**src/caq_pkg.sv**
```systemverilog
// ----------------------------------------------------------------------------
// caq_pkg: shared constants for the coalescing action queue
// Request codes, insert status codes and the fixed field widths.
// ----------------------------------------------------------------------------
package caq_pkg;

    // Fixed field widths.
    localparam int REQ_W    = 3;
    localparam int PARAM_W  = 8;
    localparam int TRACK_W  = 8;
    localparam int STATUS_W = 2;

    // Request codes.
    localparam logic [REQ_W-1:0] REQ_CLEAR   = 3'd0;
    localparam logic [REQ_W-1:0] REQ_INSERT  = 3'd1;
    localparam logic [REQ_W-1:0] REQ_REWIND  = 3'd2;
    localparam logic [REQ_W-1:0] REQ_READ    = 3'd3;
    localparam logic [REQ_W-1:0] REQ_ADVANCE = 3'd4;

    // Insert status codes.
    localparam logic [STATUS_W-1:0] ST_APPENDED = 2'd0;
    localparam logic [STATUS_W-1:0] ST_MERGED   = 2'd1;
    localparam logic [STATUS_W-1:0] ST_FULL     = 2'd2;

    // Status value reported for every request that is not an insert.
    localparam logic [STATUS_W-1:0] ST_NONE = ST_APPENDED;

endpackage

```
**src/coalescing_action_queue.sv**
```systemverilog
// ----------------------------------------------------------------------------
// coalescing_action_queue: table of pending actions with merging
// Inserts merge into an entry with the same action and track, or append a
// new one if the table has room; a separate read index walks the table.
// ----------------------------------------------------------------------------
// The block takes one request at a time and returns exactly one response per
// request. For clear, rewind, advance and unknown request codes the response
// passes from the result registers into the output register; a read first
// waits for the registered RAM read data. An insert scans the filled entries
// through the single read port of the entry RAM, one entry per cycle, and
// stops at the first entry whose action and track match. A new request is
// accepted from the cycle after the previous response has moved into the
// output register, even while that response still waits to be taken.
// Entry contents live in one RAM; per-entry valid bits, cleared by reset,
// make unwritten entries read as zero, and a clear drops only the action
// valid bits, so a cleared entry reads as no-action with its old parameter
// and track.
// ----------------------------------------------------------------------------
module coalescing_action_queue #(
    parameter int DEPTH       = 16,
    parameter int ACTION_BITS = 3
) (
    input  logic                          clk,
    input  logic                          rst_n,

    input  logic                          req_valid,
    output logic                          req_ready,
    input  logic [caq_pkg::REQ_W-1:0]     req_type,
    input  logic [ACTION_BITS-1:0]        action_code,
    input  logic [caq_pkg::PARAM_W-1:0]   action_param,
    input  logic [caq_pkg::TRACK_W-1:0]   track_number,

    output logic                          rsp_valid,
    input  logic                          rsp_ready,
    output logic [ACTION_BITS-1:0]        entry_action,
    output logic [caq_pkg::PARAM_W-1:0]   entry_param,
    output logic [caq_pkg::TRACK_W-1:0]   entry_track,
    output logic                          in_range,
    output logic [caq_pkg::STATUS_W-1:0]  insert_status
);

    import caq_pkg::*;

    localparam int IDX_W  = $clog2(DEPTH);
    localparam int RI_W   = $clog2(DEPTH + 1);
    localparam int WORD_W = ACTION_BITS + TRACK_W + PARAM_W;

    localparam logic [RI_W-1:0]  RI_END   = RI_W'(DEPTH);
    localparam logic [IDX_W-1:0] FILL_MAX = IDX_W'(DEPTH - 1);

    // Sequencer states.
    localparam logic [1:0] S_IDLE = 2'd0;
    localparam logic [1:0] S_SRCH = 2'd1;
    localparam logic [1:0] S_RDW  = 2'd2;
    localparam logic [1:0] S_OUT  = 2'd3;

    logic [1:0]          state_reg,      state_next;
    logic [IDX_W-1:0]    fill_count_reg, fill_count_next;
    logic [RI_W-1:0]     read_index_reg, read_index_next;
    logic [IDX_W-1:0]    ins_idx_reg,    ins_idx_next;
    logic [IDX_W-1:0]    cmp_idx_reg;
    logic                cmp_vld_reg,    cmp_vld_next;
    logic [DEPTH-1:0]    act_vld_reg,    act_vld_next;
    logic [DEPTH-1:0]    pt_vld_reg,     pt_vld_next;
    logic                rd_act_vld_reg;
    logic                rd_pt_vld_reg;

    // Request key held for the duration of an insert.
    logic [ACTION_BITS-1:0] key_action_reg, key_action_next;
    logic [PARAM_W-1:0]     key_param_reg,  key_param_next;
    logic [TRACK_W-1:0]     key_track_reg,  key_track_next;

    // Finished response waiting for the output register.
    logic [ACTION_BITS-1:0] res_action_reg, res_action_next;
    logic [PARAM_W-1:0]     res_param_reg,  res_param_next;
    logic [TRACK_W-1:0]     res_track_reg,  res_track_next;
    logic                   res_rng_reg,    res_rng_next;
    logic [STATUS_W-1:0]    res_status_reg, res_status_next;

    // Output register.
    logic                   rsp_valid_reg;
    logic [ACTION_BITS-1:0] rsp_action_reg;
    logic [PARAM_W-1:0]     rsp_param_reg;
    logic [TRACK_W-1:0]     rsp_track_reg;
    logic                   rsp_rng_reg;
    logic [STATUS_W-1:0]    rsp_status_reg;
    logic                   rsp_load;

    // Entry RAM ports.
    logic                ram_we;
    logic [IDX_W-1:0]    ram_waddr;
    logic [WORD_W-1:0]   ram_wdata;
    logic [IDX_W-1:0]    ram_raddr;
    logic [WORD_W-1:0]   ram_rdata;

    // Entry fields as seen through the valid bits.
    logic [ACTION_BITS-1:0] eff_action;
    logic [PARAM_W-1:0]     eff_param;
    logic [TRACK_W-1:0]     eff_track;
    logic                   cmp_hit;
    logic [RI_W-1:0]        ri_inc;

    caq_ram #(
        .WIDTH (WORD_W),
        .DEPTH (DEPTH)
    ) u_entry_ram (
        .clk   (clk),
        .we    (ram_we),
        .waddr (ram_waddr),
        .wdata (ram_wdata),
        .raddr (ram_raddr),
        .rdata (ram_rdata)
    );

    // The RAM word is {action, track, param}. An entry whose action was
    // cleared reads as no-action; an entry never written reads as all zero.
    assign eff_action = rd_act_vld_reg ? ram_rdata[WORD_W-1 -: ACTION_BITS]
                                       : '0;
    assign eff_track  = rd_pt_vld_reg ? ram_rdata[PARAM_W +: TRACK_W] : '0;
    assign eff_param  = rd_pt_vld_reg ? ram_rdata[PARAM_W-1:0] : '0;
    assign cmp_hit    = (eff_action == key_action_reg) &&
                        (eff_track == key_track_reg);
    assign ri_inc     = read_index_reg + 1'b1;

    always_comb
    begin
        state_next      = state_reg;
        fill_count_next = fill_count_reg;
        read_index_next = read_index_reg;
        ins_idx_next    = ins_idx_reg;
        cmp_vld_next    = 1'b0;
        act_vld_next    = act_vld_reg;
        pt_vld_next     = pt_vld_reg;
        key_action_next = key_action_reg;
        key_param_next  = key_param_reg;
        key_track_next  = key_track_reg;
        res_action_next = res_action_reg;
        res_param_next  = res_param_reg;
        res_track_next  = res_track_reg;
        res_rng_next    = res_rng_reg;
        res_status_next = res_status_reg;
        ram_we          = 1'b0;
        ram_waddr       = fill_count_reg;
        ram_wdata       = {key_action_reg, key_track_reg, key_param_reg};
        ram_raddr       = read_index_reg[IDX_W-1:0];

        unique case (state_reg)
            S_IDLE:
            begin
                if (req_valid)
                begin
                    key_action_next = action_code;
                    key_param_next  = action_param;
                    key_track_next  = track_number;
                    res_action_next = '0;
                    res_param_next  = '0;
                    res_track_next  = '0;
                    res_rng_next    = 1'b0;
                    res_status_next = ST_NONE;
                    state_next      = S_OUT;
                    unique case (req_type)
                        REQ_CLEAR:
                        begin
                            fill_count_next = '0;
                            read_index_next = '0;
                            act_vld_next    = '0;
                        end
                        REQ_INSERT:
                        begin
                            ins_idx_next = '0;
                            state_next   = S_SRCH;
                        end
                        REQ_REWIND:
                        begin
                            read_index_next = '0;
                        end
                        REQ_READ:
                        begin
                            // The RAM is already addressed by the read index.
                            if (read_index_reg != RI_END)
                            begin
                                state_next = S_RDW;
                            end
                        end
                        REQ_ADVANCE:
                        begin
                            if (read_index_reg != RI_END)
                            begin
                                read_index_next = ri_inc;
                                res_rng_next    = (ri_inc != RI_END);
                            end
                        end
                        default:
                        begin
                            // Unknown request: no state change, zero response.
                        end
                    endcase
                end
            end

            S_SRCH:
            begin
                // One read issued per cycle; the compare works on the entry
                // read in the cycle before.
                ram_raddr = ins_idx_reg;
                if (cmp_vld_reg && cmp_hit)
                begin
                    ram_we                    = 1'b1;
                    ram_waddr                 = cmp_idx_reg;
                    act_vld_next[cmp_idx_reg] = 1'b1;
                    pt_vld_next[cmp_idx_reg]  = 1'b1;
                    res_status_next           = ST_MERGED;
                    state_next                = S_OUT;
                end
                else if (ins_idx_reg == fill_count_reg)
                begin
                    if (fill_count_reg == FILL_MAX)
                    begin
                        res_status_next = ST_FULL;
                    end
                    else
                    begin
                        ram_we                       = 1'b1;
                        act_vld_next[fill_count_reg] = 1'b1;
                        pt_vld_next[fill_count_reg]  = 1'b1;
                        fill_count_next              = fill_count_reg + 1'b1;
                        res_status_next              = ST_APPENDED;
                    end
                    state_next = S_OUT;
                end
                else
                begin
                    cmp_vld_next = 1'b1;
                    ins_idx_next = ins_idx_reg + 1'b1;
                end
            end

            S_RDW:
            begin
                res_action_next = eff_action;
                res_param_next  = eff_param;
                res_track_next  = eff_track;
                res_rng_next    = 1'b1;
                state_next      = S_OUT;
            end

            S_OUT:
            begin
                if (!rsp_valid_reg || rsp_ready)
                begin
                    state_next = S_IDLE;
                end
            end

            default:
            begin
                state_next = S_IDLE;
            end
        endcase
    end

    assign rsp_load = (state_reg == S_OUT) && (!rsp_valid_reg || rsp_ready);

    always_ff @(posedge clk or negedge rst_n)
    begin
        if (!rst_n)
        begin
            state_reg      <= S_IDLE;
            fill_count_reg <= '0;
            read_index_reg <= '0;
            ins_idx_reg    <= '0;
            cmp_vld_reg    <= 1'b0;
            act_vld_reg    <= '0;
            pt_vld_reg     <= '0;
            rsp_valid_reg  <= 1'b0;
        end
        else
        begin
            state_reg      <= state_next;
            fill_count_reg <= fill_count_next;
            read_index_reg <= read_index_next;
            ins_idx_reg    <= ins_idx_next;
            cmp_vld_reg    <= cmp_vld_next;
            act_vld_reg    <= act_vld_next;
            pt_vld_reg     <= pt_vld_next;
            if (rsp_load)
            begin
                rsp_valid_reg <= 1'b1;
            end
            else if (rsp_ready)
            begin
                rsp_valid_reg <= 1'b0;
            end
        end
    end

    // Payload registers; the valid bits are looked up alongside the RAM read
    // so that they line up with the read data.
    always_ff @(posedge clk)
    begin
        cmp_idx_reg    <= ins_idx_reg;
        rd_act_vld_reg <= act_vld_reg[ram_raddr];
        rd_pt_vld_reg  <= pt_vld_reg[ram_raddr];
        key_action_reg <= key_action_next;
        key_param_reg  <= key_param_next;
        key_track_reg  <= key_track_next;
        res_action_reg <= res_action_next;
        res_param_reg  <= res_param_next;
        res_track_reg  <= res_track_next;
        res_rng_reg    <= res_rng_next;
        res_status_reg <= res_status_next;
        if (rsp_load)
        begin
            rsp_action_reg <= res_action_reg;
            rsp_param_reg  <= res_param_reg;
            rsp_track_reg  <= res_track_reg;
            rsp_rng_reg    <= res_rng_reg;
            rsp_status_reg <= res_status_reg;
        end
    end

    assign req_ready     = (state_reg == S_IDLE);
    assign rsp_valid     = rsp_valid_reg;
    assign entry_action  = rsp_action_reg;
    assign entry_param   = rsp_param_reg;
    assign entry_track   = rsp_track_reg;
    assign in_range      = rsp_rng_reg;
    assign insert_status = rsp_status_reg;

    // The table never holds more than DEPTH-1 entries.
    a_fill_bound: assert property (@(posedge clk) disable iff (!rst_n)
        fill_count_reg <= FILL_MAX)
        else $error("fill count beyond DEPTH-1");

    // The read index saturates at DEPTH.
    a_ri_bound: assert property (@(posedge clk) disable iff (!rst_n)
        read_index_reg <= RI_END)
        else $error("read index beyond DEPTH");

    // Every entry compared during a search lies below the fill count and
    // must have been written since the last clear.
    a_search_valid: assert property (@(posedge clk) disable iff (!rst_n)
        (state_reg == S_SRCH) && cmp_vld_reg |-> rd_act_vld_reg && rd_pt_vld_reg)
        else $error("search compared an entry that was never filled");

    // Only one request is in the block at a time.
    a_one_request: assert property (@(posedge clk) disable iff (!rst_n)
        req_valid && req_ready |=> !req_ready)
        else $error("second request accepted while one is in work");

    // A delivered status is always one of the defined codes.
    a_status_code: assert property (@(posedge clk) disable iff (!rst_n)
        rsp_valid_reg |-> (rsp_status_reg == ST_APPENDED) ||
                          (rsp_status_reg == ST_MERGED) ||
                          (rsp_status_reg == ST_FULL))
        else $error("undefined insert status");

endmodule

```
**src/caq_ram.sv**
```systemverilog
// ----------------------------------------------------------------------------
// caq_ram: generic simple dual-port RAM
// One write port and one read port; the read data is registered, so it
// appears in the cycle after the address. Contents are undefined until written.
// ----------------------------------------------------------------------------
module caq_ram #(
    parameter int WIDTH = 19,
    parameter int DEPTH = 16
) (
    input  logic                     clk,
    input  logic                     we,
    input  logic [$clog2(DEPTH)-1:0] waddr,
    input  logic [WIDTH-1:0]         wdata,
    input  logic [$clog2(DEPTH)-1:0] raddr,
    output logic [WIDTH-1:0]         rdata
);

    logic [WIDTH-1:0] mem_reg [DEPTH];
    logic [WIDTH-1:0] rdata_reg;

    always_ff @(posedge clk)
    begin
        if (we)
        begin
            mem_reg[waddr] <= wdata;
        end
        rdata_reg <= mem_reg[raddr];
    end

    assign rdata = rdata_reg;

endmodule

```
**config.mk**
```make
export PLATFORM = sky130hd
export DESIGN_NAME = coalescing_action_queue
export DESIGN_NICKNAME = d
export VERILOG_FILES = /design/src/caq_pkg.sv /design/src/coalescing_action_queue.sv /design/src/caq_ram.sv
export SDC_FILE = /design/constraint.sdc
export NUM_CORES = 1
export LEC_CHECK = 0
export BUFFER_PORTS_ARGS = -buffer_cell sky130_fd_sc_hd__buf_2
export CAP_MARGIN = 20
export CORE_MARGIN = 2
export CORE_UTILIZATION = 35
export CTS_CLUSTER_SIZE = 10
export DETAILED_ROUTE_END_ITERATION = 8
export PLACE_DENSITY_LB_ADDON = 0.08
export SKIP_CTS_REPAIR_TIMING = 1
export SYNTH_ARGS = -nofsm -noshare
export SYNTH_HDL_FRONTEND = slang
export SYNTH_HIERARCHICAL = 1
export SYNTH_SLANG_ARGS = --single-unit
export TNS_END_PERCENT = 30
```
**constraint.sdc**
```tcl
create_clock -name clk -period 4.6 [get_ports clk]
set_clock_uncertainty 0.1 [all_clocks]
set_input_delay 0.92 -clock clk [delete_from_list [all_inputs] [get_ports clk]]
set_output_delay 0.92 -clock clk [all_outputs]
set_load 0.05 [all_outputs]
```
### Yosys cells after proc, flatten, opt, wreduce, memory -nomap -nowiden

Memories as Yosys holds them, arrays and structs flattened. A register that Yosys moved wholly into a read port is not among the register bits.
Cells that the tools add are included.

* bitwise logic cells: 4
* add/subtract/negate cells: 3
* reductions and logical operators: 24
* order comparisons: 5
* equal/unequal tests: 25
* muxes and demuxes: 68

Operator list (number)
* $mux W16: 8
* $or A16 B16 Y16: 4
* $mux W4: 12
* $pmux W16 S2: 1
* $pmux W8 S2: 2
* $mux W8: 3
* $mux W1: 19
* $mux W2: 8
* $pmux W4 S2: 2
* $lt A4 B5 Y1 const B: 3
* $ne A2 B2 Y1 const B: 7
* $ne A5 B5 Y1 const B: 2
* $pmux W5 S2: 1
* $reduce_and A5 Y1: 2
* $reduce_bool A2 Y1: 5
* $reduce_and A3 Y1: 3
* $add A4 B1 Y4 const B: 2
* $bmux W1 S4: 2
* $demux W1 S4: 2
* $eq A8 B8 Y1: 1
* $ge A4 B1 Y1 const B: 2
* $pmux W2 S2: 2
* $pmux W2 S4: 1
* $eq A3 B2 Y1 const B: 2
* 23 further kinds: 33

* input port bits: 26
* bits in writable memories: 304
* register bits: 118
* output and inout bits: 24
* memories kept: 1
* word-level logic and storage cells: 154

Memory list
* u_entry_ram.mem_reg: depth 16, width 19, rd ports 1, clocked after Yosys merged registers in 1, wr ports 1, line caq_ram.sv:18 `logic [WIDTH-1:0] mem_reg [DEPTH];`

### Depth between registers and ports, before layout

* word-level depth: 9
* mapped depth: 12
* mapped depth without buffers: 8

### Hierarchy

The synthesis kept the hierarchy.

By module, submodules not included
* caq_ram: seq. area each 9509.1 µm², area an instance 11846.4 µm², cells an instance 507, instances 1
* coalescing_action_queue: seq. area each 3238.1 µm², area an instance 5748.0 µm², cells an instance 510, instances 1

### Least setup slack after synthesis

Ideal clock, no wire load.

* kind: register to register
* start: reg key_track_reg[1]
* end: mem u_entry_ram.mem_reg[0][0], enable pin
* cell stages (with the launch flop): 9
* period minus slack after synthesis: 4646 ps
* slack: -46 ps
* path buffers: 0
* setup time: 419 ps
* arrival time: 4127 ps
* required time: 4081 ps
* path through: edfxtp_1 > nor2_1 > o2bb2ai_1 > or4_1 > nor4_2 > nand2_1 > mux2_2 > or3b_2 > nor3_1

* elaborated cells on any way between the ends: 9
* those cells by class: 1 x eq/ne; 6 x mux; 2 x reduce/logical

RTL lines
* start: declaration: line coalescing_action_queue.sv:71 `logic [TRACK_W-1:0] key_track_reg, key_track_next;`
* start signal: assignment: line coalescing_action_queue.sv:306 `key_track_reg <= key_track_next;`
* $eq A8 B8 Y1: line coalescing_action_queue.sv:122 `(eff_track == key_track_reg);`
* $logic_and A1 B1 Y1: line coalescing_action_queue.sv:121 `assign cmp_hit = (eff_action == key_action_reg) &&`
* $logic_and A1 B1 Y1: line coalescing_action_queue.sv:206 `if (cmp_vld_reg && cmp_hit)`
* $mux W4: line coalescing_action_queue.sv:206
* $mux W4: line coalescing_action_queue.sv:147 `unique case (state_reg)`
* via ram_waddr[2]: line coalescing_action_queue.sv:91 `logic [IDX_W-1:0] ram_waddr;`
* end: declaration: line caq_ram.sv:18

The timed path passes the listed nets, and every way through them passes these cells.

### Worst setup path in the final report

* start: reg key_track_reg[4]
* end: mem u_entry_ram.mem_reg[0][11], enable pin

Same word-level chain as after synthesis.

==> results.sh <==
export IMPL_outcome="complete, no violations"
export IMPL_finalHoldViolCount=0
export IMPL_relSlewSlack_pct=44.6
export IMPL_synth_edf_count=367
export IMPL_yosys_most_used_dff="edfxtp_1"
export IMPL_row_count=82
export IMPL_grt_pass1_wl_mm=66.4
export IMPL_grt_pass1_vias=9997
export IMPL_finish_utilization_pct=41.2
export IMPL_synth_distinct_cells=60
export IMPL_vdd_drop_max_v=0.000299
export IMPL_antenna_found_initial=0
export IMPL_diodes=0
export IMPL_post_route_period_util_pct=87.0
export IMPL_dpl_cell_area_mm2=0.0190
export IMPL_finalNonFillerCells=1826
export IMPL_ys_async_sr_fraction_pct=11.1
export IMPL_drive_above_1_share_pct=24.4
export IMPL_finalSetupViolCount=0
export IMPL_dp_hpwl_mm=28.8
export IMPL_syn_instance_count=1017
export IMPL_vias=9427
export IMPL_cts_tree="yes"
export IMPL_cp_start_kind="flip-flop"
export IMPL_fmax_mhz=250
export IMPL_grt_max_degree=29
export IMPL_drt_vias_per_instance=5.16
export IMPL_clock_path_buffers=3
export IMPL_path_clk_slew_ns=0.06
export IMPL_final_max_slew_viol_count=0
export IMPL_die_w_um=228
export IMPL_wl_per_cell_um=24.3
export IMPL_fin_ws_ns=0.599
export IMPL_synth_seq_cells=441
export IMPL_finalSetupTns_ns=0
export IMPL_areaGrowthSynthToFinish_pct=16.7
export IMPL_worst_ep_required_time_ns=4.79
export IMPL_synth_seq_area_share_pct=72.5
export IMPL_io_buffers=49
export IMPL_final_common_cell="edfxtp_1"
export IMPL_cts_htree_levels=2
export IMPL_finish_instance_area_mm2=0.0205
export IMPL_finalNetCount=1166
export IMPL_cts_sinks=441
export IMPL_firstDrtPassIters=5
export IMPL_grtUsageTotal_pct=17.2
export IMPL_ys_warn_count=6
export IMPL_placed_cells=1746
export IMPL_wl_mm=44.4
export IMPL_rsz0062_at_grt="no"
export IMPL_crit_chain="xnor2_1 -> or4_1 -> nor4_2 -> nand2_1 -> mux2_2 -> or3b_2 -> nor3_4 -> buf_4"
export IMPL_endpoint_kind="flip-flop"
export IMPL_grt_overflow=0
export IMPL_dieHeight_um=228
export IMPL_p_leak_nw=7.34
export IMPL_critPathMaxFanout=17
export IMPL_critical_path_slowest_cell="edfxtp_1"
export IMPL_cts_inserted_buffers=52
export IMPL_final_antenna_net_count=0
export IMPL_synth_nets=1055
export IMPL_place_congestion=0.778
export IMPL_largest_reg_flops=304
export IMPL_num_io_pins=50
export IMPL_insertion_delay_ns=0.61
export IMPL_cpPeakStageDelay_ns=0.62
export IMPL_fin_crit_ns=4.00
export IMPL_synth_area_per_cell_um2=17.3
export IMPL_crit_type="flip-flop to flip-flop"
export IMPL_worstMarginPinSlew_ns=0.822
export IMPL_start_util_pct=35.3
export IMPL_crit_arrival_ns=4.19
export IMPL_first_iter_violations=704
export IMPL_maxCapViolCount=0
export IMPL_die_area_mm2=0.0521
export IMPL_drcViolationCount=0
export IMPL_coreArea_mm2=0.0499
export IMPL_ctsRootBufferMaster="clkbuf_16"
export IMPL_layout_common_cells="edfxtp_1 (367), nand2_1 (80), mux4_2 (78)"
export IMPL_p_per_area_mw_per_mm2=603
export IMPL_nFillCells=4547
export IMPL_hold_class="primary input to asynchronous set/reset pin"
export IMPL_place_ws_ns=0.583
export IMPL_synth_cell_area_mm2=0.0176
[power by group]
part	leakage [nW]	internal (W)	switching, W
clock network	0.728	0.00217	0.00157
logic	2.42	0.00124	0.00200
registers	4.19	0.00503	0.000356
total	7.34	0.00844	0.00393
[kinds of logic after synthesis]
family                     share of synthesized area (%)
DFF                                                 72.5
muxes                                               12.4
adders and majority gates                          0.853
AOI/OAI and AO/OA                                   5.46
buffers and inverters                               2.06
xor gates and xnor gates                           0.398
and+or+nand+nor                                     6.36
[critical path, delay by kind of cell (launching register included)]
family	cells	cell delay (ns)
buffers and inverters	1	0.32
XOR/XNOR	1	0.23
multiplexers	1	0.36
flip-flops	1	0.62
AND/OR/NAND/NOR	5	2.03
[layer usage]
metal / up-vias / routed length [um] / global-route usage, %
met4: 0 / 837 / 4.84
met2: 221 / 20500 / 26.8
li1: 4225 / - / -
met3: 60 / 1970 / 3.36
met5: - / 0 / 0
met1: 4921 / 21100 / 24.7
[synth_stat cells (2+ instances only)]
master	n	share of area [%]
nand2b_1	4	0.14
mux4_2	78	10
o21ai_0	15	0.43
nand3_1	23	0.65
a41oi_1	2	0.10
nand4b_1	4	0.20
or4_1	2	0.085
a221o_1	9	0.51
dfrtp_1	49	7.0
o22ai_1	5	0.18
dfxtp_1	25	2.8
nand2_1	80	1.7
o21a_1	6	0.26
buf_1	9	0.19
nor2_1	33	0.70
a21oi_1	9	0.26
mux2i_1	30	1.7
a21o_1	19	0.81
o221ai_1	6	0.30
mux2_2	10	0.64
xor2_1	6	0.30
o211ai_1	5	0.21
and2_1	3	0.11
nor3b_1	4	0.17
nor2b_1	17	0.60
edfxtp_1	367	63
nand3b_1	3	0.13
buf_6	6	0.38
and3_1	22	0.78
ha_1	12	0.85
a31oi_1	4	0.14
or3_1	3	0.11
a22oi_1	38	1.6
xnor2_1	2	0.10
clkbuf_1	24	0.51
inv_1	27	0.58
nor3_1	16	0.46
nor4b_1	2	0.10
a211o_1	3	0.15
o31ai_1	2	0.085
buf_2	14	0.40
[per-stage QoR]
stage | power (W) | hold WS [ns]
final | 0.0124 | 0.270
after floorplan | 0.00756 | 0.245
after global routing | 0.0130 | 0.305
after detailed placement | 0.00875 | 0.305
after global placement | 0.00877 | 0.305
after CTS | 0.0126 | 0.275
[final cells by class]
class | count | area [um2] | area share, %
Clock buffer | 74 | 1420 | 6.89
Clock inverter | 6 | 106 | 0.518
Inverter | 27 | 105 | 0.512
Multi-Input combinational cell | 496 | 4550 | 22.2
Sequential cell | 441 | 12700 | 62.1
Tap cell | 672 | 841 | 4.10
Timing Repair Buffer | 110 | 766 | 3.73
[worst paths after layout]
path	from	endpoint	slack [ns]	depth (start not counted)
max in group asynchronous	rst_n	pt_vld_reg[1]$_DFFE_PN0P_	3.32	2
worst max-delay path	key_track_reg[4]$_DFFE_PP_	u_entry_ram/mem_reg[0][11]$_DFFE_PP_	0.60	8
min in group clk	res_track_reg[2]$_SDFFCE_PN0P_	entry_track[2]$_DFFE_PP_	0.32	0
worst min-delay path	rst_n	read_index_reg[3]$_DFFE_PN0P_	0.27	1
worst min register to register	res_track_reg[2]$_SDFFCE_PN0P_	entry_track[2]$_DFFE_PP_	0.32	0
worst max register to register	key_track_reg[4]$_DFFE_PP_	u_entry_ram/mem_reg[0][11]$_DFFE_PP_	0.60	8
(Power assumes the default switching activity.)
